$ cat config.mk
export PLATFORM = sky130hd
export DESIGN_NAME = wmf_median
export DESIGN_NICKNAME = d
export VERILOG_FILES = /design/src/design/wmf_pkg.sv /design/src/design/wmf_median.sv
export SDC_FILE = /design/constraint.sdc
export NUM_CORES = 1
export LEC_CHECK = 0
export ABC_CLOCK_PERIOD_IN_PS = 14800
export BUFFER_PORTS_ARGS = -buffer_cell sky130_fd_sc_hd__buf_2
export CELL_PAD_IN_SITES_DETAIL_PLACEMENT = 0
export CELL_PAD_IN_SITES_GLOBAL_PLACEMENT = 2
export CORE_MARGIN = 1
export CORE_UTILIZATION = 43
export DETAILED_ROUTE_END_ITERATION = 6
export PLACE_DENSITY_LB_ADDON = 0.1
export SLEW_MARGIN = 20
export SYNTH_ARGS = -nofsm -noshare
export SYNTH_HDL_FRONTEND = slang
export SYNTH_SLANG_ARGS = --single-unit
$ cat constraint.sdc
create_clock -name vclk -period 14.8
set_input_delay 2.96 -clock vclk [all_inputs]
set_output_delay 2.96 -clock vclk [all_outputs]
set_load 0.005 [all_outputs]
$ cat src/design/wmf_pkg.sv
// ----------------------------------------------------------------------------
// wmf_pkg
// Shared widths, payload types and default sizes of the RGB median filter.
// ----------------------------------------------------------------------------
package wmf_pkg;

  localparam int PIX_W    = 8;
  localparam int CFG_W    = 12;
  localparam int CENTER_W = 11;

  localparam int WINDOW_DEF     = 3;
  localparam int MAX_WIDTH_DEF  = 2048;
  localparam int MAX_HEIGHT_DEF = 2048;

  // image width after reset
  localparam logic [CFG_W-1:0] WIDTH_RST = 12'd2048;

  // one pixel as kept in the line RAMs and the window, blue in the low byte
  typedef struct packed {
    logic [PIX_W-1:0] red;
    logic [PIX_W-1:0] green;
    logic [PIX_W-1:0] blue;
  } rgb_t;

  // per-pixel sideband that travels with the pixel down the pipe
  typedef struct packed {
    logic                produce;
    logic [CENTER_W-1:0] center_row;
    logic [CENTER_W-1:0] center_col;
  } meta_t;

endpackage

$ cat src/design/wmf_median.sv
// ----------------------------------------------------------------------------
// wmf_median
// Median of one channel over the window, by rank counting in parallel.
// ----------------------------------------------------------------------------
module wmf_median import wmf_pkg::*; #(
  parameter int AREA = WINDOW_DEF * WINDOW_DEF
) (
  input  logic [PIX_W-1:0] vals [AREA],
  output logic [PIX_W-1:0] median
);

  localparam int MID = AREA / 2;

  logic [AREA-1:0] lt_m [AREA];
  logic [AREA-1:0] le_m [AREA];
  logic [AREA-1:0] hit;

  // entry i sits at rank MID when fewer than MID+1 values are below it
  // and more than MID values are at or below it
  always_comb begin
    for (int i = 0; i < AREA; i++) begin
      for (int j = 0; j < AREA; j++) begin
        lt_m[i][j] = vals[j] <  vals[i];
        le_m[i][j] = vals[j] <= vals[i];
      end
      hit[i] = ($countones(lt_m[i]) <= MID) && ($countones(le_m[i]) > MID);
    end
  end

  // all hits carry the same value, so OR them together
  always_comb begin
    median = '0;
    for (int i = 0; i < AREA; i++) begin
      median = median | ({PIX_W{hit[i]}} & vals[i]);
    end
  end

endmodule

==> results of run 1 <==
## cell families (layout without fill, tap and decap cells)
logic type	Yosys count	in the layout	synth area share (%)
adders and majority gates	414	414	54.38
buffers and inverters	190	268	6.791
AOI/OAI and AO/OA	335	335	23.16
xor gates and xnor gates	14	14	1.166
and+or+nand+nor	270	270	14.51
## layout by cell type (no fill, tap or decap), types with 16 or more instances in the layout
master   synthesis  layout
a21o_1          89      89
a21oi_1         55      55
buf_2            0      80
fa_1            72      72
ha_1           342     342
inv_1          188     188
nand3_1         20      20
nand4_1         72      72
nor2_1          44      44
nor2b_1         52      52
nor3_1          16      16
o21a_1          47      47
o21ai_0         43      43
o21ba_2         19      19
or2_2           21      21
## layout make-up
cell class	count	share of cell area, %
inverters	188	6.239
repair buffers	80	3.540
multi-input cells	1033	86.69
well taps	319	3.529
## power by group through the flow
stage                     combinational, mW  sequential (mW)  clock [mW]
after global routing                   1.34                0           0
after detailed placement               1.18                0           0
after floorplan                       0.802                0           0
after CTS                              1.19                0           0
final                                  1.21                0           0
after global placement                 1.17                0           0
## how the worst max path moves through the flow
stage	slack [ns]	cells past startpoint	startpoint	end
after global routing	2.84	20	vals[37]	median[3]
after global placement	3.24	22	vals[53]	median[1]
after floorplan	4.52	19	vals[25]	median[1]
after CTS	3.19	22	vals[53]	median[1]
final	3.09	22	vals[53]	median[1]
after detailed placement	3.21	22	vals[53]	median[1]
## synthesized netlist by cell type (all sizes together)
library cell  count  area, µm²
clkbuf            1      5.000
xnor2             5      43.79
nand2            10      37.54
a2111oi          16      165.2
o21bai           15      112.6
a221oi            3      45.04
nor3b             4      30.03
inv             188      705.7
a21o             89      668.1
ha              342       4279
and2              3      18.77
o22ai             4      25.02
a21oi            56      284.0
or2              21      131.4
nor4             15      93.84
nor2             45      171.4
o21ai            49      245.2
fa               72       1441
xor2              9      78.83
nand3            20      100.1
a21bo             4      40.04
o22a              2      18.77
nor3             16      80.08
a22oi             3      46.29
nor2b            52      325.3
buf               1      3.750
a221o             1      10.01
a21boi           11      82.58
o21ba            19      190.2
nand2b            7      43.79
a32oi             8      70.07
nor4b             1      8.760
o21a             47      352.8
a222oi            8      80.08
nand4            72      450.4
or3b              4      35.03
## worst max-delay path, delay by kind of cell
family,cells,cell delay (ns)
compound gates,7,2.25
fa+ha+maj,6,2.46
simple gates,2,0.33
buf+inv,7,0.76
## layer usage
metal,GRT usage (%),share of wire (%)
met1,45.71,50
met2,48.54,42
met3,4.355,6.3
met4,5.403,2.0
met5,0,0
==> results_dict.tcl, run 1 <==
set metrics [dict create \
    rows 56 \
    dp_hpwl_um 32860 \
    die_w_um 158.4 \
    netlist_area_um2 10520 \
    syn-num-nets 1709 \
    setup_viol 0 \
    path_cells "buf_2 > inv_1 > ha_1 > a21o_1 > a21o_1 > a21oi_1 > inv_1 > o21ba_2 > fa_1 > inv_1 > fa_1 > inv_1 > fa_1 > ha_1 > inv_1 > fa_1 > nor2b_1 > o22ai_1 > a221oi_2 > a222oi_1 > nand3_1 > buf_2" \
    regArea_um2 0 \
    p_per_area_nw_per_um2 106.6 \
    start_util_pct 44.29 \
    ys_warn_count 0 \
    nClkBuffers 0 \
    p_switching_mw 0.7322 \
    dieArea_um2 25100 \
    fin_cells 1620 \
    routedWlPerCell_um 23.85 \
    num_vias 9490 \
    whs_path_depth 4 \
    critPathKind "input pin to primary output" \
    relSlewSlack_pct 23.44 \
    hold_start "vals[14]" \
    clock.fmax_mhz 85.38 \
    slowest_delay_ns 0.91 \
    setup-tns-final_ns 0 \
    critical_path.endpoint_type "primary output" \
    crit_path_frequent_cell "inv_1" \
    die_height_um 158.4 \
    drive_gt1_share_pct 10.45 \
    cellLeakagePower_nw 6.130 \
    crit_required_ns 11.84 \
    num_io_pins 80 \
    ctsHoldBuffers 0 \
    p_sw_share_pct 60.71 \
    drv_cap 0 \
    fillCellCount 2392 \
    wl_um 38640 \
    clkPwrFrac_pct 0 \
    postSynthCellCount 1223 \
    worst_slack_ns 3.088 \
    area_growth_pct 7.516 \
    critPathLaunchType "input pin" \
    status "complete, no violations" \
    diodes 0 \
    drcViolationCount 0 \
    first_global_vias 8894 \
    nets 1789 \
    rsz0062_at_grt "no" \
    vias_per_cell 5.858 \
    min_path_type "input pin to primary output" \
    post_cts_buffers 0 \
    timing.hold.ws_ns 6.262 \
    layout_min_cycle_time_ns 11.71 \
    grt-ovfl-total 0 \
    ant_nets 0 \
    grtUsageTotal_pct 31.19 \
    dpl.cell_count 1620 \
    finish.utilization_pct 47.62 \
    pre_cts_ws_ns 3.212 \
    total_power_mw 1.206 \
    grt_max_degree 10 \
    avgSynthCellArea_um2 8.602 \
    hold_viol 0 \
    comb_power_share_pct 100.0 \
    dr.first_iter.drc_count 608 \
    slew_viol_final 0 \
    pwr-share-seq_pct 0 \
    gp_congestion 0.9158 \
    core_area_um2 23750 \
    multiInputGateArea_um2 9806 \
    drt-pass1-iter-count 5 \
    antenna_found_initial 0 \
    arrival_ns 8.75 \
    ir_worst_vdd_v 0.00008927 \
    cp_max_fo 8 \
    portBuffers 80 \
    period_share_pct 79.14 \
    dpl-instance-area_um2 11310 \
    worst_slew_pin_slew_ns 1.148 \
    holdPathEnd "median[6]" \
    seq_cells 0 \
    slowest_stage "a221oi_2" \
    cts_resized 0 \
    p_int_mw 0.4740 \
    yosysUniqueCellTypes 43 \
    postLayoutCellArea_um2 11310 \
    ys_seq_area_share_pct 0 \
    grt_pass1_wl_um 56080 \
]
Note: power is estimated with default switching activity, not from simulation.
==> inputs of run 2 (changes only) <==
ABC_AREA = 1   (was not set)
ABC_CLOCK_PERIOD_IN_PS = 11840   (was 14800)
CORE_UTILIZATION = 37   (was 43)
clock period = 11.84 ns   (was 14.8 ns; I/O delays follow)
==> results_dict.tcl, run 2 <==
set metrics [dict create \
    avgSynthCellArea_um2 6.938 \
    synth_most_common_cell "ha_1" \
    synthXorXnorAreaFrac_pct 0.2453 \
    holdPathEnd "median[5]" \
    rows 61 \
    cts_resized 0 \
    num_vias 10476 \
    yosys-top-cells-area "ha_1 (40%), fa_1 (13%), inv_1 (11%), nand2_1 (11%), a21oi_1 (5.0%)" \
    total_power_mw 1.714 \
    synth-compound-area-share_pct 10.48 \
    postSynthCellCount 1544 \
    syn-num-nets 2030 \
    pre_cts_ws_ns 1.871 \
    vias_per_cell 5.233 \
    worst_slack_ns 1.816 \
    die_w_um 172.1 \
    grt_pass1_wl_um 62200 \
    dpl-instance-area_um2 11580 \
    synthMuxAreaShare_pct 0 \
    critical_path.endpoint_type "primary output" \
    synth_top_family_by_area "adder cells" \
    wl_um 42250 \
    ant_nets 0 \
    routedWlPerCell_um 21.10 \
    cp_max_fo 8 \
    period_share_pct 84.66 \
    grt_max_degree 10 \
    ys_seq_area_share_pct 0 \
    critPathKind "input pin to primary output" \
    grt-ovfl-total 0 \
    nClkBuffers 0 \
    seq_cells 0 \
    ir_worst_vdd_v 0.0001094 \
    drt-pass1-iter-count 7 \
    postLayoutCellArea_um2 11580 \
    synth_fa_ha_area_share_pct 53.40 \
    fillCellCount 3033 \
    worst_slew_pin_slew_ns 0.7997 \
    core_area_um2 28160 \
    netlist.area_leader.share_pct 39.95 \
    ctsHoldBuffers 0 \
    drv_cap 0 \
    dr.first_iter.drc_count 616 \
    synth_common_cells "ha_1 (342), inv_1 (319), nand2_1 (314)" \
    rsz0062_at_grt "no" \
    p_per_area_nw_per_um2 148.0 \
    cellLeakagePower_nw 6.882 \
    yosysUniqueCellTypes 31 \
    status "complete, no violations" \
    layout_min_cycle_time_ns 10.02 \
    ys_warn_count 0 \
    antenna_found_initial 0 \
    drive_gt1_share_pct 6.158 \
    hold_start "vals[5]" \
    fin_cells 2002 \
    netlist_area_um2 10710 \
    clock.fmax_mhz 99.77 \
    whs_path_depth 6 \
    diodes 0 \
    setup_viol 0 \
    critPathLaunchType "input pin" \
    regArea_um2 0 \
    portBuffers 80 \
    setup-tns-final_ns 0 \
    hold_viol 0 \
    crit_required_ns 9.47 \
    nets 2112 \
    grtUsageTotal_pct 29.32 \
    slew_viol_final 0 \
    gp_congestion 0.9450 \
    final_cell_mix "ha_1 (342), inv_1 (319), nand2_1 (314)" \
    first_global_vias 10132 \
    synth_top_area_cell "ha_1" \
    post_cts_buffers 0 \
    dpl.cell_count 2002 \
    drcViolationCount 0 \
    area_growth_pct 8.154 \
    final_common_cell "ha_1" \
    min_path_type "input pin to primary output" \
    start_util_pct 38.03 \
    yosys.area_share.simple_pct 24.69 \
    dieArea_um2 29630 \
    relSlewSlack_pct 46.37 \
    dp_hpwl_um 36660 \
    arrival_ns 7.66 \
    die_height_um 172.1 \
    num_io_pins 80 \
]
-- run 2: how the worst max path moves through the flow --
stage	start	endpoint	cells after the start
global route	vals[53]	median[1]	24
CTS	vals[53]	median[1]	24
finish	vals[53]	median[1]	24
floorplan	vals[45]	median[0]	21
global placement	vals[53]	median[1]	24
detailed placement	vals[53]	median[1]	24
-- run 2: logic make-up after synthesis --
group	Yosys count
AOI/OAI and AO/OA	187
xor gates and xnor gates	3
adders and majority gates	414
buffers and inverters	319
and+or+nand+nor	621
-- run 2: final cells by class --
type / count / area, µm² / area share, %
multi-input combinational: 1225 / 9514 / 82.13
inverter: 319 / 1197 / 10.34
tap: 378 / 473.0 / 4.083
timing repair buffer: 80 / 400.4 / 3.456
-- run 2: power by group --
part           leakage (nW)  internal, mW  switching (mW)
clock network             0             0               0
logic                  6.88         0.594            1.12
registers                 0             0               0
-- run 2: critical path, stage by stage --
cell and delay, ns:
buf_2 0.26, inv_1 0.11, ha_1 0.32, a21oi_1 0.16, nor2_1 0.06, a211oi_1 0.49, a21oi_1 0.28, fa_1 0.56
inv_1 0.07, fa_1 0.53, inv_1 0.05, fa_1 0.47, ha_1 0.20, inv_1 0.08, fa_1 0.41, inv_1 0.06
nand2_1 0.04, nand2_1 0.05, nand2_1 0.26, nand3_1 0.19, nand2_1 0.10, nor2_1 0.17, nand3_1 0.17, buf_2 0.17
-- run 2: per-layer routing --
layer / vias up / track usage (%) / share of wire [%]
li1: 5282 / - / -
met1: 4902 / 39.06 / 45
met2: 246 / 50.96 / 47
met3: 46 / 0.7095 / 4.0
met4: 0 / 9.735 / 3.8
met5: - / 0 / 0
-- run 2: stage by stage --
stage / util, % / hold slack [ns]
6_report: 41.13 / 5.160
3_3_place_gp: 41.13 / 5.161
3_5_place_dp: 41.13 / 5.152
2_1_floorplan: - / 4.935
5_1_grt: 41.13 / 5.213
4_1_cts: 41.13 / 5.154
